### src/rtl/core/median_filter_3x3_clamped_macros.svh
// Assertion macros shared by the median filter modules.
`ifndef MEDIAN_FILTER_3X3_CLAMPED_MACROS_SVH
`define MEDIAN_FILTER_3X3_CLAMPED_MACROS_SVH
`ifndef NO_ASSERTIONS
// Check that cons holds in the same cycle as ante.
`define MF3_ASSERT_IMPLY(label, clk, rst_n, ante, cons, msg) \
    label: assert property (@(posedge clk) disable iff (!rst_n) (ante) |-> (cons)) \
        else $error(msg);
// Check that cons holds in the cycle after ante.
`define MF3_ASSERT_NEXT(label, clk, rst_n, ante, cons, msg) \
    label: assert property (@(posedge clk) disable iff (!rst_n) (ante) |=> (cons)) \
        else $error(msg);
`else
`define MF3_ASSERT_IMPLY(label, clk, rst_n, ante, cons, msg)
`define MF3_ASSERT_NEXT(label, clk, rst_n, ante, cons, msg)
`endif
`endif

### src/rtl/core/mf3_pkg.sv
// Shared types and constants of the 3x3 median filter.
package mf3_pkg;

    localparam int PIX_W   = 8;
    localparam int COL_W   = 12;
    localparam int ROW_W   = 14;
    localparam int IMG_W_W = 13;
    localparam int IMG_H_W = 15;
    localparam int CFG_W   = 15;

    localparam int IMG_W_RESET = 4096;
    localparam int IMG_H_RESET = 4096;

    // Bit positions of the result kinds carried by a job.
    localparam int K_PREV_COL      = 0;  // centre one column back, row above
    localparam int K_END_COL       = 1;  // row end centre, row above
    localparam int K_PREV_COL_LAST = 2;  // centre one column back, last row
    localparam int K_END_COL_LAST  = 3;  // row end centre, last row
    localparam int KIND_N          = 4;

    typedef enum logic [0:0] {
        REG_IMAGE_WIDTH  = 1'b0,
        REG_IMAGE_HEIGHT = 1'b1
    } cfg_reg_t;

    typedef logic [PIX_W-1:0] pix_t;
    typedef logic [COL_W-1:0] col_t;
    typedef logic [ROW_W-1:0] row_t;
    typedef logic [CFG_W-1:0] cfg_data_t;

    // One window column, index 0 is the top row.
    typedef logic [2:0][PIX_W-1:0] column_t;
    // Window of three columns, index 0 is the oldest column.
    typedef logic [2:0][2:0][PIX_W-1:0] window_t;

    typedef struct packed {
        window_t           window;
        col_t              col;
        row_t              row;
        logic [KIND_N-1:0] kinds;
    } job_t;

    typedef struct packed {
        col_t col;
        row_t row;
        logic last;
        logic done;
    } res_meta_t;

endpackage

### src/rtl/core/mf3_job_fifo.sv
// Short job queue between the window front end and the median back end.
`include "median_filter_3x3_clamped_macros.svh"
module mf3_job_fifo #(
    parameter int DEPTH = 4
) (
    input  logic                       clk,
    input  logic                       rst_n,
    input  logic                       push,
    input  mf3_pkg::job_t              din,
    input  logic                       pop,
    output mf3_pkg::job_t              head,
    output logic                       head_valid,
    output logic [$clog2(DEPTH+1)-1:0] count
);

    localparam int PW    = $clog2(DEPTH);
    localparam int CNT_W = $clog2(DEPTH + 1);

    mf3_pkg::job_t    entry_reg [DEPTH];
    logic [PW-1:0]    wr_ptr_reg;
    logic [PW-1:0]    rd_ptr_reg;
    logic [CNT_W-1:0] count_reg;

    function automatic logic [PW-1:0] ptr_inc(input logic [PW-1:0] p);
        return (p == PW'(DEPTH - 1)) ? '0 : p + PW'(1);
    endfunction

    always_ff @(posedge clk)
    begin
        if (push)
        begin
            entry_reg[wr_ptr_reg] <= din;
        end
    end

    always_ff @(posedge clk or negedge rst_n)
    begin
        if (!rst_n)
        begin
            wr_ptr_reg <= '0;
            rd_ptr_reg <= '0;
            count_reg  <= '0;
        end
        else
        begin
            if (push)
            begin
                wr_ptr_reg <= ptr_inc(wr_ptr_reg);
            end
            if (pop)
            begin
                rd_ptr_reg <= ptr_inc(rd_ptr_reg);
            end
            count_reg <= count_reg + CNT_W'(push) - CNT_W'(pop);
        end
    end

    assign head       = entry_reg[rd_ptr_reg];
    assign head_valid = (count_reg != '0);
    assign count      = count_reg;

    `MF3_ASSERT_IMPLY(a_no_overflow, clk, rst_n, push, count_reg < CNT_W'(DEPTH), "job queue overflow")
    `MF3_ASSERT_IMPLY(a_no_underflow, clk, rst_n, pop, count_reg != '0, "job queue underflow")

endmodule

### config.mk
export PLATFORM = sky130hd
export DESIGN_NAME = mf3_job_fifo
export DESIGN_NICKNAME = d
export VERILOG_FILES = /design/src/rtl/core/mf3_pkg.sv /design/src/rtl/core/mf3_job_fifo.sv
export VERILOG_INCLUDE_DIRS = /design/src /design/src/rtl/core
export SDC_FILE = /design/constraint.sdc
export NUM_CORES = 1
export LEC_CHECK = 0
export BUFFER_PORTS_ARGS = -buffer_cell sky130_fd_sc_hd__buf_2
export CAP_MARGIN = 20
export CORE_UTILIZATION = 30
export DETAILED_ROUTE_END_ITERATION = 7
export PLACE_DENSITY = 0.53
export RECOVER_POWER = 50
export SLEW_MARGIN = 10
export SYNTH_ARGS = -nofsm -noshare
export SYNTH_HDL_FRONTEND = slang
export SYNTH_SLANG_ARGS = --single-unit
### constraint.sdc
create_clock -name clk -period 10.15 [get_ports clk]
set_clock_uncertainty 0.05 [all_clocks]
set_input_delay 1.015 -clock clk [delete_from_list [all_inputs] [get_ports clk]]
set_output_delay 1.015 -clock clk [all_outputs]
set_load 0.01 [all_outputs]
=== After elaboration in Yosys (flattened, before gate mapping) ===
Memory sizes are Yosys's and may differ from the RTL's.
Index checks and enable logic that the tools add are counted.

* Reduce and logical (&&, ||, !) cells: 1
* $add $sub $neg: 4
* Multiplexer cells: 4
* Equal/unequal tests: 2

{| class="wikitable"
|+ Operators with widths
! cell !! number
|-
| adder 2 x 1 -> 2 bit, second input constant || 2
|-
| == test 2 bit, second input constant || 2
|-
| 2-to-1 mux 2 bit || 2
|-
| adder 3 x 1 -> 3 bit || 1
|-
| nonzero test 3 bit || 1
|-
| subtractor 3 x 1 -> 3 bit || 1
|-
| 2-to-1 mux 1 bit || 2
|}

* Bits in writable memories: 408
* Output and inout bits: 106
* Flip-flop bits (word level): 7
* Memories kept: 1

{| class="wikitable"
|+ Memories
! memory !! depth !! width !! read ports !! clocked after Yosys merged registers in !! write ports !! line !! source
|-
| entry_reg || 4 || 102 || 1 || 0 || 1 || mf3_job_fifo.sv:19 || <nowiki>mf3_pkg::job_t entry_reg [DEPTH];</nowiki>
|}

=== Longest topological paths before layout ===
Gate-level depths: netlist of run 1.

* Depth in word-level cells: 2
* Mapped depth: 8
* Depth with buffers taken out: 8

=== Worst setup path after synthesis of run 1 ===
No wires, ideal clock.

* Kind: input to register
* From: in push
* To: mem entry_reg[0][0] (netlist name) (enable)
* Cell stages on the path: 1
* Arrival: 3.368 ns
* Library setup time: 0.472 ns
* Path slack: 6.259 ns
* Cell sequence: and2_1

* Longest elaborated chain between the ends: 2

{| class="wikitable"
|+ RTL lines
! item !! line !! source
|-
| start: declaration || mf3_job_fifo.sv:8 || <nowiki>input logic push,</nowiki>
|-
| 2-to-1 mux 1 bit || mf3_job_fifo.sv:30 || <nowiki>if (push)</nowiki>
|-
| 2-to-1 mux 1 bit (implied by the code) || mf3_job_fifo.sv:32 || <nowiki>entry_reg[wr_ptr_reg] <= din;</nowiki>
|-
| end: declaration || mf3_job_fifo.sv:19 ||
|}

Every way passes these cells.

=== Worst setup path after layout of run 1 ===
* From: in push
* To: mem entry_reg[2][16] (netlist name) (enable)

Same word-level chain as after synthesis.

==> flow_summary.json, run 1 <==
{
  "outcome": "finished, violations left",
  "violations": "max-capacitance violations, max-slew violations",
  "fin_nets": 924,
  "worstPathCellList": "clkbuf_1, and2_0, buf_4",
  "power_density_nw_per_um2": 291,
  "rsz0062_at_grt": "no",
  "period_needed_ps": 5480,
  "layout-drive-gt1-share_pct": 33.3,
  "layout_common_cells": "edfxtp_1, clkbuf_1, buf_2",
  "start_util_pct": 30.3,
  "holdBufCountCts": 0,
  "cp.required_ps": 10280,
  "finalHoldViolCount": 0,
  "max_freq_mhz": 183,
  "die-area_um2": 51500,
  "syn_area_um2": 15200,
  "p_leak_nw": 5.88,
  "io_pins": 212,
  "relSlewSlack_pct": -183,
  "cts_root_buf": "clkbuf_16",
  "post-place-ws_ps": 6470,
  "largest_reg_flops": 408,
  "worstReg2RegStart": "wr_ptr_reg[0]",
  "cts_made_buffers": 45,
  "ff2ff_path_depth": 4,
  "cts_sinks": 415,
  "cp_max_fo": 52,
  "post-dp-hpwl_um": 17300,
  "slew_viol_final": 103,
  "synth_cells": 568,
  "cts_tree": "built",
  "min_path_type": "primary input to asynchronous set/reset pin",
  "worst_slew_pin_slew_ps": 4240,
  "timing.critical_path.to": "entry_reg[2][16]",
  "synth_seq_area_share_pct": 81.9,
  "power_w": 0.00530,
  "drt_wl_total_um": 30400,
  "antenna_found_initial": 4,
  "place_area_um2": 16900,
  "peakVddDrop_mv": 0.153,
  "clk_latency_ps": 550,
  "syn_avg_cell_area_um2": 26.7,
  "grt_pass1_vias": 7186,
  "grt.total_usage_pct": 11.8,
  "path_class": "primary input to flip-flop",
  "fin_ws_ps": 4670,
  "setup_tns_ps": 0,
  "coreArea_um2": 50100,
  "r2r_slack_ps": 4910,
  "fin_crit_sh_pct": 54.0,
  "syn_to_final_growth_pct": 20.3,
  "drt_iter0_markers": 327,
  "ant_nets": 0,
  "layout_commonest_cell": "edfxtp_1",
  "critPathCaptureType": "flip-flop",
  "grt_max_degree": 57,
  "crit_start": "push",
  "yosysWarnings": 0,
  "grt_pass1_wl_um": 44700,
  "rows": 82,
  "fin_area_um2": 18300,
  "final-setup-viol-count": 0,
  "htreeDepth": 2,
  "critPathLaunchType": "primary input",
  "fp.dieH_um": 227,
  "fillers": 4717,
  "first_pass_iters": 4,
  "reg2reg_to": "entry_reg[2][16]",
  "grt_overflow": 0,
  "post_cts_buffers": 0,
  "vias": 6735,
  "post_drt_wl_per_cell_um": 20.0,
  "post_cts_resized": 0,
  "cap_violations": 2,
  "gp_congestion": 0.659,
  "drc": 0,
  "ys_ff_latch": 415,
  "path_clk_slew_ps": 60,
  "synth_cell_types": 20,
  "arrival_ps": 5610,
  "max_stage_delay_ps": 3120,
  "cts.path.max_buffers": 3,
  "dieWidth_um": 227,
  "critPathSlowestCell": "and2_0",
  "syn_nets": 682,
  "avgViaCountPerCell": 4.43,
  "port_buffers": 211
}
-- final cells by class --
cell class | count | area (µm²) | area share [%]
Sequential cell | 415 | 12400 | 68.1
Multi-Input combinational cell | 124 | 2510 | 13.7
Clock buffer | 60 | 1220 | 6.70
Timing Repair Buffer | 218 | 977 | 5.35
Tap cell | 672 | 841 | 4.61
Clock inverter | 23 | 248 | 1.36
Inverter | 6 | 22.5 | 0.123
Antenna cell | 1 | 2.50 | 0.0137
-- per-layer routing --
layer	GRT usage, %	wire length (µm)
met1	15.6	13300
met2	18.2	14200
met3	3.82	2140
met4	4.24	752
met5	0	48
-- report_power, final --
group / switching [W] / total, W / internal, W / leakage [nW]
clock: 0.000647 / 0.00162 / 0.000974 / 0.711
combinational: 0.000701 / 0.00133 / 0.000626 / 1.34
sequential: 0.000147 / 0.00236 / 0.00221 / 3.83
total: 0.00149 / 0.00530 / 0.00381 / 5.88
-- stage by stage --
step,utilization [%],hold WS (ps),instances
after floorplan,-,470,568
after global placement,33.8,423,1435
after detailed placement,33.8,431,1435
after CTS,36.7,228,1518
after global routing,36.5,391,1518
final,36.5,357,1519
-- worst min path at each step --
stage / from / slack [ps] / end
after detailed placement: count[2] / 430 / count[2]
after global placement: count[2] / 420 / count[2]
final: rst_n / 360 / wr_ptr_reg[1]
after floorplan: count[2] / 470 / count[2]
after CTS: rst_n / 230 / wr_ptr_reg[1]
after global routing: rst_n / 390 / wr_ptr_reg[1]
-- cells by family after synthesis --
family / count (synthesis) / synth area share [%]
AO/OA/AOI/OAI: 2 / 0.0659
buffers and inverters: 29 / 1.65
AND/OR/NAND/NOR: 8 / 0.313
flip-flops: 415 / 81.9
adder cells (fa/ha/maj): 8 / 0.709
multiplexers: 104 / 15.3
XOR/XNOR: 2 / 0.115
-- synth_stat cells, drive strengths merged --
library cell	instances	area (µm²)
and2	4	25.0
buf	23	228
dfrtp	7	175
edfxtp	408	12300
fa	1	20.0
ha	7	87.6
inv	6	22.5
mux2	2	22.5
mux4	102	2300
nand2	1	3.75
nor2	1	3.75
o21ai	2	10.0
or3	1	6.26
or3b	1	8.76
xnor2	2	17.5
-- worst max-delay path, delay by kind of cell --
family	cells	cell delay [ps]
buffers and inverters	2	1410
and+or+nand+nor	1	3120
Power figures use the tool's default switching activity.
==> run 2: changes to the inputs <==
Settings changed: ABC_AREA set to 1.
Clock period 10.15 ns to 5.2 ns, I/O delays scaled along.
==> flow_summary.json, run 2 <==
{
  "rows": 88,
  "slew_viol_final": 0,
  "grt_overflow": 0,
  "cts.path.max_buffers": 3,
  "drc": 0,
  "layout-drive-gt1-share_pct": 9.93,
  "yosysWarnings": 0,
  "fin_crit_sh_pct": 68.3,
  "post-place-ws_ps": 2250,
  "post_cts_resized": 0,
  "cts_sinks": 415,
  "cp_max_fo": 88,
  "max_stage_delay_ps": 910,
  "fin_nets": 1970,
  "gp_congestion": 0.708,
  "critPathSlowestCell": "dfrtp_4",
  "worstPathCellList": "buf_4, nand2_1, nand3_1, nand2_1, buf_2",
  "synth_ff_type": "edfxtp_1",
  "die-area_um2": 59500,
  "layout_commonest_cell": "nand2_1",
  "clk_latency_ps": 570,
  "largest_reg_flops": 408,
  "fp.dieH_um": 244,
  "worstReg2RegStart": "wr_ptr_reg[0]",
  "post_drt_wl_per_cell_um": 14.8,
  "worst_slew_pin_slew_ps": 1020,
  "rsz0062_at_grt": "no",
  "fin_area_um2": 20700,
  "cp_common_cell": "nand2_1",
  "syn_to_final_growth_pct": 17.5,
  "synth_area_leaders": "edfxtp_1, nand2_1, inv_1, nand3_1, buf_2",
  "drt_iter0_markers": 481,
  "first_pass_iters": 5,
  "grt_max_degree": 102,
  "power_density_nw_per_um2": 531,
  "cts_root_buf": "clkbuf_16",
  "synth_top_area_share_pct": 69.7,
  "crit_start": "rd_ptr_reg[0]",
  "fin_util_pct": 35.7,
  "antenna_cells": 0,
  "final-setup-viol-count": 0,
  "drt_wl_total_um": 39300,
  "syn_area_um2": 17600,
  "synth_top_family_by_area": "simple AND/OR/NAND/NOR gates",
  "grt_pass1_wl_um": 60200,
  "max_freq_mhz": 282,
  "dieWidth_um": 244,
  "period_needed_ps": 3550,
  "min_path_type": "primary input to flip-flop",
  "p_leak_nw": 9.23,
  "syn_nets": 1762,
  "critPathLaunchType": "flip-flop",
  "hold_ws_ps": 154,
  "htreeDepth": 2,
  "yosys-top-cells-count": "nand2_1, inv_1, edfxtp_1",
  "synth-simple-area-share_pct": 17.1,
  "setup_tns_ps": 0,
  "syn_avg_cell_area_um2": 10.7,
  "yosys.area.top_type": "edfxtp_1",
  "coreArea_um2": 57800,
  "synth_cell_types": 16,
  "grt.total_usage_pct": 13.2,
  "fin_ws_ps": 1650,
  "ant_nets": 0,
  "place_area_um2": 19300,
  "synth_xor_area_share_pct": 0,
  "synth_seq_area_share_pct": 70.7,
  "ys_ff_latch": 415,
  "layout_common_cells": "nand2_1, inv_1, edfxtp_1",
  "synth-edff-count": 408,
  "cap_violations": 0,
  "finalHoldViolCount": 0,
  "outcome": "finished clean",
  "path_class": "flip-flop to output port",
  "peakVddDrop_mv": 0.301,
  "async_reset_ff_share_pct": 1.69,
  "arrival_ps": 2980,
  "relSlewSlack_pct": 32.3,
  "synth_adder_area_share_pct": 0.612,
  "avgViaCountPerCell": 4.19,
  "cts_tree": "built",
  "yosysMostFrequentCell": "nand2_1",
  "antenna_found_initial": 2,
  "start_util_pct": 30.4,
  "io_pins": 212,
  "cp.required_ps": 4630,
  "synth_cells": 1648,
  "min-delay-start": "din[88]",
  "synth_compound_area_share_pct": 0.114,
  "port_buffers": 211,
  "synth.area.mux_share_pct": 0,
  "post-dp-hpwl_um": 21600,
  "grt_pass1_vias": 10600,
  "cts_made_buffers": 48,
  "path_clk_slew_ps": 60,
  "critPathCaptureType": "output port",
  "vias": 11100
}
## run 2: cell count changes in the layout (fill, tap and decap cells not counted), sizes merged, moves of 4 or more
cell	delta
nand2	+522
and2	-4
clkbuf	+9
nand3	+206
buf	+5
inv	+416
mux4	-102
## run 2: final cells by class
class	instances	area, µm²
fill	5751	37200
clock inverter	19	150
timing repair buffer	225	1070
multi-input combinational	743	3130
clock buffer	68	1310
sequential	415	12400
tap	765	957
inverter	423	1610
## run 2: power breakdown
group | internal [W] | total (W) | switching (W)
combinational | 0.00103 | 0.00329 | 0.00226
clock | 0.00184 | 0.00313 | 0.00129
sequential | 0.00429 | 0.00454 | 0.000253
total | 0.00716 | 0.0110 | 0.00381
## run 2: logic make-up after synthesis
logic type / count (synthesis)
simple gates: 731
buf+inv: 490
flops: 415
fa+ha+maj: 8
compound gates: 4
## run 2: final timing paths
check                                    to  slack, ps  depth (start not counted)
setup / recovery                   head[19]       1650                          5
hold / removal             entry_reg[0][88]        150                          1
setup reg to reg           entry_reg[2][63]       2790                          5
hold reg to reg                    count[2]        550                          3
max in group asynchronous     rd_ptr_reg[0]       4330                          2
min in group asynchronous          count[1]        380                          2
## run 2: stage by stage
stage	std cells	total power, W
3_5_place_dp	2570	0.00801
4_1_cts	2658	0.0112
3_3_place_gp	2570	0.00799
2_1_floorplan	1648	0.00673
6_report	2658	0.0110
5_1_grt	2658	0.0117
## run 2: worst max-delay path, delay by kind of cell (launching register included)
family / cells / cell delay (ps)
buf+inv: 2 / 990
flops: 1 / 910
simple gates: 3 / 340
## run 2: timing repair
action	CTS	global route
buffers inserted	0	0
hold endpoints to repair	7	0
hold buffers	1	0
## run 2: layer usage
layer | vias to the layer above | global-route usage [%] | part of all wire [%]
met1 | 5293 | 17.2 | 45
met2 | 229 | 22.0 | 48
li1 | 5549 | - | -
met3 | 53 | 2.81 | 5.4
met5 | - | 0 | 0
met4 | 0 | 3.73 | 1.9
