--- src/rtl/core/median_filter_3x3_clamped_macros.svh ---
// Assertion macros shared by the median filter modules.
`ifndef MEDIAN_FILTER_3X3_CLAMPED_MACROS_SVH
`define MEDIAN_FILTER_3X3_CLAMPED_MACROS_SVH
`ifndef NO_ASSERTIONS
// Check that cons holds in the same cycle as ante.
`define MF3_ASSERT_IMPLY(label, clk, rst_n, ante, cons, msg) \
    label: assert property (@(posedge clk) disable iff (!rst_n) (ante) |-> (cons)) \
        else $error(msg);
// Check that cons holds in the cycle after ante.
`define MF3_ASSERT_NEXT(label, clk, rst_n, ante, cons, msg) \
    label: assert property (@(posedge clk) disable iff (!rst_n) (ante) |=> (cons)) \
        else $error(msg);
`else
`define MF3_ASSERT_IMPLY(label, clk, rst_n, ante, cons, msg)
`define MF3_ASSERT_NEXT(label, clk, rst_n, ante, cons, msg)
`endif
`endif

--- src/rtl/core/mf3_pkg.sv ---
// Shared types and constants of the 3x3 median filter.
package mf3_pkg;

    localparam int PIX_W   = 8;
    localparam int COL_W   = 12;
    localparam int ROW_W   = 14;
    localparam int IMG_W_W = 13;
    localparam int IMG_H_W = 15;
    localparam int CFG_W   = 15;

    localparam int IMG_W_RESET = 4096;
    localparam int IMG_H_RESET = 4096;

    // Bit positions of the result kinds carried by a job.
    localparam int K_PREV_COL      = 0;  // centre one column back, row above
    localparam int K_END_COL       = 1;  // row end centre, row above
    localparam int K_PREV_COL_LAST = 2;  // centre one column back, last row
    localparam int K_END_COL_LAST  = 3;  // row end centre, last row
    localparam int KIND_N          = 4;

    typedef enum logic [0:0] {
        REG_IMAGE_WIDTH  = 1'b0,
        REG_IMAGE_HEIGHT = 1'b1
    } cfg_reg_t;

    typedef logic [PIX_W-1:0] pix_t;
    typedef logic [COL_W-1:0] col_t;
    typedef logic [ROW_W-1:0] row_t;
    typedef logic [CFG_W-1:0] cfg_data_t;

    // One window column, index 0 is the top row.
    typedef logic [2:0][PIX_W-1:0] column_t;
    // Window of three columns, index 0 is the oldest column.
    typedef logic [2:0][2:0][PIX_W-1:0] window_t;

    typedef struct packed {
        window_t           window;
        col_t              col;
        row_t              row;
        logic [KIND_N-1:0] kinds;
    } job_t;

    typedef struct packed {
        col_t col;
        row_t row;
        logic last;
        logic done;
    } res_meta_t;

endpackage

--- src/rtl/core/mf3_channels.sv ---


interface mf3_result_if;
    logic          valid;
    logic          ready;
    mf3_pkg::pix_t median_out;
    mf3_pkg::col_t out_col;
    mf3_pkg::row_t out_row;
    logic          last_of_run;
    logic          frame_done;

    modport source (output valid, output median_out, output out_col, output out_row,
                    output last_of_run, output frame_done, input ready);
    modport sink   (input valid, input median_out, input out_col, input out_row,
                    input last_of_run, input frame_done, output ready);
endinterface

--- src/rtl/core/mf3_back.sv ---
// Back end: result sequencer and pipelined 3x3 median network.
`include "median_filter_3x3_clamped_macros.svh"
module mf3_back (
    input  logic          clk,
    input  logic          rst_n,
    input  mf3_pkg::job_t head,
    input  logic          head_valid,
    output logic          pop,
    mf3_result_if.source  result
);

    function automatic mf3_pkg::column_t sort3(input mf3_pkg::column_t v);
        mf3_pkg::pix_t   lo1;
        mf3_pkg::pix_t   hi1;
        mf3_pkg::pix_t   mid1;
        mf3_pkg::column_t s;
        lo1  = (v[0] < v[1]) ? v[0] : v[1];
        hi1  = (v[0] < v[1]) ? v[1] : v[0];
        s[2] = (hi1 > v[2]) ? hi1 : v[2];
        mid1 = (hi1 > v[2]) ? v[2] : hi1;
        s[0] = (lo1 < mid1) ? lo1 : mid1;
        s[1] = (lo1 < mid1) ? mid1 : lo1;
        return s;
    endfunction

    function automatic mf3_pkg::pix_t max2(input mf3_pkg::pix_t a, input mf3_pkg::pix_t b);
        return (a > b) ? a : b;
    endfunction

    function automatic mf3_pkg::pix_t min2(input mf3_pkg::pix_t a, input mf3_pkg::pix_t b);
        return (a < b) ? a : b;
    endfunction

    function automatic mf3_pkg::pix_t med3(input mf3_pkg::pix_t a, input mf3_pkg::pix_t b,
                                           input mf3_pkg::pix_t c);
        return max2(min2(a, b), min2(max2(a, b), c));
    endfunction

    logic [mf3_pkg::KIND_N-1:0] done_reg;
    logic [mf3_pkg::KIND_N-1:0] pending;
    logic [mf3_pkg::KIND_N-1:0] low;
    logic [mf3_pkg::KIND_N-1:0] rest;
    logic                       issue;
    logic                       end_cols;
    logic                       bottom;
    mf3_pkg::window_t           sel_win;
    mf3_pkg::res_meta_t         sel_meta;

    logic               s0_v_reg;
    mf3_pkg::window_t   s0_win_reg;
    mf3_pkg::res_meta_t s0_meta_reg;
    logic               s1_v_reg;
    mf3_pkg::window_t   s1_win_reg;
    mf3_pkg::res_meta_t s1_meta_reg;
    logic               s2_v_reg;
    mf3_pkg::column_t   s2_trio_reg;
    mf3_pkg::res_meta_t s2_meta_reg;
    logic               out_v_reg;
    mf3_pkg::pix_t      out_med_reg;
    mf3_pkg::res_meta_t out_meta_reg;

    logic go_out;
    logic go2;
    logic go1;
    logic go0;

    assign go_out = !out_v_reg || result.ready;
    assign go2    = !s2_v_reg || go_out;
    assign go1    = !s1_v_reg || go2;
    assign go0    = !s0_v_reg || go1;

    // Issue the lowest outstanding result kind of the head job.
    assign pending = head.kinds & ~done_reg;
    assign low     = pending & (~pending + mf3_pkg::KIND_N'(1));
    assign rest    = pending & ~low;
    assign issue   = head_valid && (pending != '0) && go0;
    assign pop     = head_valid && ((pending == '0) || (issue && (rest == '0)));

    assign end_cols = low[mf3_pkg::K_END_COL] || low[mf3_pkg::K_END_COL_LAST];
    assign bottom   = low[mf3_pkg::K_PREV_COL_LAST] || low[mf3_pkg::K_END_COL_LAST];

    always_comb
    begin
        mf3_pkg::column_t cv;
        logic [1:0]       src;
        for (int k = 0; k < 3; k++)
        begin
            if (end_cols)
                src = (k == 0) ? 2'd1 : 2'd2;
            else
                src = 2'(k);
            cv = head.window[src];
            sel_win[k] = bottom ? {cv[2], cv[2], cv[1]} : cv;
        end
        sel_meta.col  = end_cols ? head.col : head.col - mf3_pkg::col_t'(1);
        sel_meta.row  = bottom ? head.row : head.row - mf3_pkg::row_t'(1);
        sel_meta.last = (rest == '0);
        sel_meta.done = low[mf3_pkg::K_END_COL_LAST];
    end

    always_ff @(posedge clk)
    begin
        if (go0)
        begin
            s0_win_reg  <= sel_win;
            s0_meta_reg <= sel_meta;
        end
        if (go1)
        begin
            for (int k = 0; k < 3; k++)
            begin
                s1_win_reg[k] <= sort3(s0_win_reg[k]);
            end
            s1_meta_reg <= s0_meta_reg;
        end
        if (go2)
        begin
            s2_trio_reg[0] <= max2(max2(s1_win_reg[0][0], s1_win_reg[1][0]), s1_win_reg[2][0]);
            s2_trio_reg[1] <= med3(s1_win_reg[0][1], s1_win_reg[1][1], s1_win_reg[2][1]);
            s2_trio_reg[2] <= min2(min2(s1_win_reg[0][2], s1_win_reg[1][2]), s1_win_reg[2][2]);
            s2_meta_reg    <= s1_meta_reg;
        end
        if (go_out)
        begin
            out_med_reg  <= med3(s2_trio_reg[0], s2_trio_reg[1], s2_trio_reg[2]);
            out_meta_reg <= s2_meta_reg;
        end
    end

    always_ff @(posedge clk or negedge rst_n)
    begin
        if (!rst_n)
        begin
            done_reg  <= '0;
            s0_v_reg  <= 1'b0;
            s1_v_reg  <= 1'b0;
            s2_v_reg  <= 1'b0;
            out_v_reg <= 1'b0;
        end
        else
        begin
            if (pop)
                done_reg <= '0;
            else if (issue)
                done_reg <= done_reg | low;
            if (go0)
                s0_v_reg <= issue;
            if (go1)
                s1_v_reg <= s0_v_reg;
            if (go2)
                s2_v_reg <= s1_v_reg;
            if (go_out)
                out_v_reg <= s2_v_reg;
        end
    end

    assign result.valid       = out_v_reg;
    assign result.median_out  = out_med_reg;
    assign result.out_col     = out_meta_reg.col;
    assign result.out_row     = out_meta_reg.row;
    assign result.last_of_run = out_meta_reg.last;
    assign result.frame_done  = out_meta_reg.done;

    `MF3_ASSERT_IMPLY(a_done_is_last, clk, rst_n, result.valid && result.frame_done, result.last_of_run, "frame done result is not last of its run")
    `MF3_ASSERT_IMPLY(a_issue_has_job, clk, rst_n, issue, head_valid && $onehot(low), "result issued without a single pending kind")

endmodule

--- src/flat_wrapper.sv ---
// flat-port wrapper written by rule: the top's interface ports become plain ports
module mf3_back_flat 
  (clk, rst_n, head, head_valid, pop, result_valid, result_median_out, result_out_col, result_out_row, result_last_of_run, result_frame_done, result_ready);
  mf3_result_if result_i ();
  input  logic clk;
  input  logic rst_n;
  input  mf3_pkg::job_t head;
  input  logic head_valid;
  output logic pop;
  output wire logic [$bits(result_i.valid)-1:0] result_valid;
  output wire logic [$bits(result_i.median_out)-1:0] result_median_out;
  output wire logic [$bits(result_i.out_col)-1:0] result_out_col;
  output wire logic [$bits(result_i.out_row)-1:0] result_out_row;
  output wire logic [$bits(result_i.last_of_run)-1:0] result_last_of_run;
  output wire logic [$bits(result_i.frame_done)-1:0] result_frame_done;
  input wire logic [$bits(result_i.ready)-1:0] result_ready;
  assign result_valid = result_i.valid;
  assign result_median_out = result_i.median_out;
  assign result_out_col = result_i.out_col;
  assign result_out_row = result_i.out_row;
  assign result_last_of_run = result_i.last_of_run;
  assign result_frame_done = result_i.frame_done;
  assign result_i.ready = result_ready;
  mf3_back u_core (.clk(clk), .rst_n(rst_n), .head(head), .head_valid(head_valid), .pop(pop), .result(result_i));
endmodule
--- config.mk ---
export PLATFORM = sky130hd
export DESIGN_NAME = mf3_back_flat
export DESIGN_NICKNAME = d
export VERILOG_FILES = /design/src/rtl/core/mf3_pkg.sv /design/src/rtl/core/mf3_channels.sv /design/src/rtl/core/mf3_back.sv /design/src/flat_wrapper.sv
export VERILOG_INCLUDE_DIRS = /design/src /design/src/rtl/core
export SDC_FILE = /design/constraint.sdc
export NUM_CORES = 1
export LEC_CHECK = 0
export ABC_AREA = 0
export BUFFER_PORTS_ARGS = -buffer_cell sky130_fd_sc_hd__clkbuf_2
export CORE_MARGIN = 2
export CORE_UTILIZATION = 55
export CTS_CLUSTER_SIZE = 20
export DETAILED_ROUTE_END_ITERATION = 7
export GPL_TIMING_DRIVEN = 0
export PLACE_DENSITY = 0.87
export SKIP_CTS_REPAIR_TIMING = 1
export SLEW_MARGIN = 20
export SYNTH_ARGS = -nofsm -noshare
export SYNTH_HDL_FRONTEND = slang
export SYNTH_SLANG_ARGS = --single-unit
--- constraint.sdc ---
create_clock -name clk -period 6.1 [get_ports clk]
set_input_delay 0.915 -clock clk [delete_from_list [all_inputs] [get_ports clk]]
set_output_delay 0.915 -clock clk [all_outputs]
set_load 0.1 [all_outputs]
Word-level counts from Yosys, hierarchy flattened
Index checks and enable logic that the tools add are counted.
{ "word_totals": {"in_bits": 106, "reg_bits": 296, "wordCells": 138} }
{ "op_classes": {"bitwise_logic": 7, "muxes": 43, "n_reduce_logical": 19, "n_addsub": 3, "order_cmp": 23} }
{ "ops": {"columns": ["operator", "n"], "rows": [
  ["2-to-1 mux 8 bit", 30],
  ["binary-select mux 24 bit (select 2 bit)", 2],
  ["less-than comparator 8 bit", 12],
  ["greater-than comparator 8 bit", 9],
  ["2-to-1 mux 16 bit", 3],
  ["2-to-1 mux 24 bit", 2],
  ["2-to-1 mux 14 bit", 1],
  ["subtractor 14 x 1 -> 14 bit (second input constant)", 1],
  ["AND 4 bit", 3],
  ["2-to-1 mux 12 bit", 1],
  ["NOT 4 bit", 3],
  ["subtractor 12 x 1 -> 12 bit (second input constant)", 1],
  ["logical NOT 4 bit", 2],
  ["2-to-1 mux 4 bit", 2],
  ["logical OR 1 bit", 7],
  ["adder 4 x 1 -> 4 bit (second input constant)", 1],
  ["logical AND 1 bit", 4],
  ["logical NOT 1 bit", 4],
  ["bitwise OR 4 bit", 1],
  ["nonzero test 4 bit", 1],
  ["less-than comparator 1 x 3 -> 1 bit (second input constant)", 1],
  ["less-than comparator 2 x 3 -> 1 bit (second input constant)", 1],
  ["2-to-1 mux 2 bit", 1],
  ["nonzero test 2 bit", 1],
  ["2-to-1 mux 1 bit", 1]
]} }

Logic depth before layout (Yosys ltp)
{ "depth": {"ltp_word": 12, "mapped_depth": 27, "ltp_nobuf": 25} }

Worst setup path after synthesis
OpenSTA, ideal clock, no wires.
{ "synth_timing": {"path_kind": "reg-to-output", "start": "reg u_core.out_v_reg (netlist: u_core.result.valid)", "end": "out pop", "arrival_time_ns": 5.530, "setup_slack_ns": -0.345, "path_buffers": 0, "stages_incl_launch_ff": 5, "path_cell_list": "dfrtp_1 nor2b_1 nand4_1 a21oi_1 nor2b_1"} }
{ "synth_via": {"elab_chain_cells": 9} }
{ "synth_rtl": {"columns": ["item", "line", "text"], "rows": [
  ["start, declared", "mf3_back.sv:58", "logic out_v_reg;"],
  ["start signal, assigned", "mf3_back.sv:153", "out_v_reg <= s2_v_reg;"],
  ["logical NOT 1 bit", "mf3_back.sv:67", "assign go_out = !out_v_reg || result.ready;"],
  ["logical OR 1 bit", "mf3_back.sv:67", null],
  ["logical OR 1 bit", "mf3_back.sv:68", "assign go2 = !s2_v_reg || go_out;"],
  ["logical OR 1 bit", "mf3_back.sv:69", "assign go1 = !s1_v_reg || go2;"],
  ["logical OR 1 bit", "mf3_back.sv:70", "assign go0 = !s0_v_reg || go1;"],
  ["logical AND 1 bit", "mf3_back.sv:76", "assign issue = head_valid && (pending != '0) && go0;"],
  ["logical AND 1 bit", "mf3_back.sv:77", "assign pop = head_valid && ((pending == '0) || (issue && (rest == '0)));"],
  ["logical OR 1 bit", "mf3_back.sv:77", null],
  ["logical AND 1 bit", "mf3_back.sv:77", null],
  ["end, declared", "flat_wrapper.sv:9", "output logic pop;"]
]} }
No other way between the ends.

Final worst setup path
{ "layout_timing": {"start": "reg u_core.s1_win_reg[11] in the netlist's numbering", "end": "reg u_core.s2_trio_reg[15] in the netlist's numbering (data pin)"} }
{ "layout_via": {"elab_chain_cells": 6, "word_cells_on_any_way": 8, "cone_classes": "order compare (4); mux (4)"} }
{ "layout_rtl": {"columns": ["item", "line", "text"], "rows": [
  ["start, declared", "mf3_back.sv:53", "mf3_pkg::window_t s1_win_reg;"],
  ["start signal, assigned by index", "mf3_back.sv:112", "s1_win_reg[k] <= sort3(s0_win_reg[k]);"],
  ["greater-than comparator 8 bit", "mf3_back.sv:27", "return (a > b) ? a : b;"],
  ["2-to-1 mux 8 bit", "mf3_back.sv:27", null],
  ["less-than comparator 8 bit", "mf3_back.sv:31", "return (a < b) ? a : b;"],
  ["2-to-1 mux 8 bit", "mf3_back.sv:31", null],
  ["greater-than comparator 8 bit", "mf3_back.sv:27", null],
  ["2-to-1 mux 8 bit *", "mf3_back.sv:27", null],
  ["end, declared", "mf3_back.sv:56", "mf3_pkg::column_t s2_trio_reg;"]
]} }
Mark *: on every way between the ends. The rest lies on a longest branch, timed or not.
A chain may end at the register's enable or synchronous reset.

==> metrics.txt <==
# TYPE chip_impl_metric gauge
chip_impl_info{name="critical_path.reg2reg.endpoint",value="u_core.s2_trio_reg[15]$_DFFE_PP_"} 1
chip_impl_info{name="mostFrequentLayoutCell",value="edfxtp_1"} 1
chip_impl_metric{name="overflow",unit=""} 0
chip_impl_metric{name="synth_largest_type_area_fraction",unit="%"} 51.74
chip_impl_metric{name="detail_route.first_pass.iterations",unit=""} 5
chip_impl_metric{name="utilization",unit="%"} 64.70
chip_impl_metric{name="drt_first_iter_violations",unit=""} 971
chip_impl_metric{name="synth.ff_latch_count",unit=""} 296
chip_impl_metric{name="regToRegSetupSlack",unit="ps"} 140
chip_impl_metric{name="slowest_delay",unit="ps"} 450
chip_impl_metric{name="die_x",unit="um"} 178.3
chip_impl_metric{name="dp.final_hpwl",unit="um"} 30830
chip_impl_metric{name="max-clock-path-buffers",unit=""} 3
chip_impl_metric{name="achievable-frequency",unit="MHz"} 167.9
chip_impl_metric{name="finalWirelength",unit="um"} 41070
chip_impl_metric{name="grt_antenna_before_repair",unit=""} 0
chip_impl_metric{name="synth_area_per_cell",unit="sq um"} 11.43
chip_impl_info{name="cts-root-buf",value="clkbuf_16"} 1
chip_impl_metric{name="synth_warnings",unit=""} 0
chip_impl_metric{name="nNetsFinal",unit=""} 1903
chip_impl_metric{name="crit_path_depth",unit=""} 25
chip_impl_metric{name="ios",unit=""} 144
chip_impl_info{name="critPathCapture",value="u_core.s2_trio_reg[15]$_DFFE_PP_"} 1
chip_impl_metric{name="start_util",unit="%"} 56.10
chip_impl_metric{name="remaining_drcs",unit=""} 0
chip_impl_metric{name="final-max-slew-violation-count",unit=""} 0
chip_impl_metric{name="post_synth_num_cell_types",unit=""} 61
chip_impl_metric{name="reg_clk_slew_reported_paths",unit="ps"} 70
chip_impl_metric{name="synth.yosys.seq_area_share",unit="%"} 52.94
chip_impl_info{name="startpoint_class_of_the_critical_path",value="register"} 1
chip_impl_metric{name="placed_area",unit="sq um"} 18090
chip_impl_metric{name="rr_worst_depth",unit=""} 25
chip_impl_metric{name="min_period_over_period",unit="%"} 97.67
chip_impl_metric{name="drt-vias-per-instance",unit=""} 5.904
chip_impl_metric{name="final-hold-violation-count",unit=""} 0
chip_impl_info{name="status",value="finished clean"} 1
chip_impl_info{name="timing.critical_path.slowest_stage_cell",value="edfxtp_1"} 1
chip_impl_info{name="hold_path_class",value="in2async"} 1
chip_impl_info{name="layout.cells.most_common_list",value="288 x edfxtp_1, 184 x nand2_1, 154 x inv_1"} 1
chip_impl_metric{name="diodes",unit=""} 0
chip_impl_metric{name="post_synth_inst_count",unit=""} 1463
chip_impl_metric{name="routed_wire_length_per_instance",unit="um"} 19.86
chip_impl_metric{name="dpl.cell_count",unit=""} 2006
chip_impl_metric{name="via_count_of_the_first_global_routing_pass",unit=""} 12290
chip_impl_info{name="synth_area_leader_cell",value="edfxtp_1"} 1
chip_impl_metric{name="layoutNonFillerInstCount",unit=""} 2068
chip_impl_metric{name="wire_length_of_the_first_global_routing_pass",unit="um"} 63780
chip_impl_metric{name="final.min_clock_period",unit="ps"} 5958
chip_impl_metric{name="area_delta_synth_final",unit="%"} 15.34
chip_impl_info{name="critical-path-top-delay-family",value="compound AO/OA/AOI/OAI gates"} 1
chip_impl_metric{name="synth-edff-count",unit=""} 288
chip_impl_metric{name="final_layout_size_suffix_gt1_share",unit="%"} 16.33
chip_impl_metric{name="critical_path_required",unit="ps"} 6400
chip_impl_metric{name="floorplan.rows",unit=""} 63
chip_impl_info{name="worst_r2r_startpoint",value="u_core.s1_win_reg[11]$_DFFE_PP_"} 1
chip_impl_metric{name="max-slew-margin-rel",unit="%"} 41.15
chip_impl_info{name="tritoncts_clock_tree",value="done"} 1
chip_impl_metric{name="stdcell_area",unit="sq um"} 19280
chip_impl_metric{name="grt_start_max_net_pins",unit=""} 55
chip_impl_metric{name="worst_pin_slew",unit="ps"} 882.7
chip_impl_metric{name="buffer_ports.inserted",unit=""} 143
chip_impl_metric{name="num_vias",unit=""} 12210
chip_impl_metric{name="path_max_fanout",unit=""} 10
chip_impl_metric{name="source_to_sink_clock_delay_at_the_later_pin_of_the_worst_skew_pair",unit="ps"} 590
chip_impl_metric{name="synth.cell_area",unit="sq um"} 16710
chip_impl_metric{name="gpl.final_weighted_congestion",unit=""} 0.9187
chip_impl_metric{name="worst_ep_arrival_time",unit="ps"} 6260
chip_impl_info{name="netlist_top_cells_area",value="edfxtp_1 52%, ha_1 11%, mux2i_1 7.1%, nand2_1 4.2%, inv_1 3.5%"} 1
chip_impl_info{name="ys.flop_type",value="edfxtp_1"} 1
chip_impl_metric{name="die_height",unit="um"} 178.3
chip_impl_metric{name="clock_tree.htree_level_count",unit=""} 1
chip_impl_metric{name="fin_skew",unit="ps"} 29.39
chip_impl_metric{name="finalSetupViolations",unit=""} 0
chip_impl_metric{name="max_cap_viol_count",unit=""} 0
chip_impl_metric{name="asyncSetResetFlopFracSynth",unit="%"} 2.703
chip_impl_metric{name="holdWs",unit="ps"} 167.4
chip_impl_info{name="cp-end-kind",value="register"} 1
chip_impl_metric{name="drtAntennaViolNets",unit=""} 0
chip_impl_metric{name="coreArea",unit="sq um"} 29800
chip_impl_metric{name="timing.critical_path.buf_inv",unit=""} 1
chip_impl_metric{name="fp.dieArea",unit="sq um"} 31800
chip_impl_metric{name="gr-usage-all-layers",unit="%"} 26.00
chip_impl_metric{name="cts_num_sinks",unit=""} 296
chip_impl_metric{name="synth.net_count",unit=""} 1713
chip_impl_info{name="worst-setup-path-type",value="reg2reg"} 1
chip_impl_info{name="critPathLaunch",value="u_core.s1_win_reg[11]$_DFFE_PP_"} 1
chip_impl_metric{name="numCtsBuffers",unit=""} 31
## metal layers
metal	track usage [%]	vias to the layer above	wire length, um
li1	-	5723	-
met1	32.23	5804	16210
met2	45.22	562	20080
met3	4.412	120	3068
met4	10.43	0	1712
met5	0	-	0
## synth_stat cells, types with 2 or more instances
library cell / count
edfxtp_1: 288
nand2_1: 185
inv_1: 155
ha_1: 144
mux2i_1: 118
nor2_1: 71
a21oi_1: 68
o21ai_1: 53
o21ai_0: 41
clkbuf_1: 36
mux2_1: 30
mux2_2: 25
nand2b_1: 20
nand4_1: 18
a21o_1: 17
a31oi_1: 17
o21a_1: 15
nor2b_1: 14
xnor2_1: 11
xor2_1: 11
nand3_1: 10
o22ai_1: 10
nor4_1: 9
a2bb2oi_1: 8
a32oi_1: 8
dfrtp_1: 8
a211oi_1: 7
nor3_1: 7
nand3b_1: 5
buf_2: 4
o211ai_1: 4
o21bai_1: 4
or2_1: 4
a211oi_2: 3
a22oi_1: 3
o31ai_1: 3
or3_1: 3
and4_1: 2
nor3b_1: 2
## cell families after synthesis
family | count (synthesis) | synth area share [%]
and+or+nand+nor | 353 | 9.365
DFF | 296 | 52.94
AOI/OAI and AO/OA | 275 | 10.34
buffers and inverters | 199 | 4.566
muxes | 174 | 10.86
adders and majority gates | 144 | 10.78
xor gates and xnor gates | 22 | 1.153
## how the worst min path moves through the flow
| stage | slack (ps) | end |
|---|---|---|
| global placement | 400 | u_core.result.out_col[11]$_DFFE_PP_ |
| global route | 170 | u_core.s2_v_reg$_DFFE_PN0P_ |
| detailed placement | 400 | u_core.result.out_row[7]$_DFFE_PP_ |
| floorplan | 400 | u_core.result.frame_done$_DFFE_PP_ |
| finish | 170 | u_core.s2_v_reg$_DFFE_PN0P_ |
| CTS | 150 | u_core.s2_v_reg$_DFFE_PN0P_ |
## cell type report
type | count | area, sq um
Sequential cell | 296 | 8850
Tap cell | 390 | 488.0
Inverter | 156 | 585.6
Fill cell | 2155 | 10520
Clock inverter | 27 | 294.0
Buffer | 42 | 182.7
Timing Repair Buffer | 156 | 883.3
Clock buffer | 31 | 775.7
Multi-Input combinational cell | 970 | 7219
## metrics by stage
step,worst slack [ps],setup TNS (ps)
floorplan,-183.6,-183.6
global placement,-2153,-133170
detailed placement,-373.5,-2334
CTS,-391.3,-2468
global route,-206.8,-1303
finish,142.4,0
Power is not shown: default switching activity piles up to over one toggle a cycle in this logic, so the estimate is an artifact.
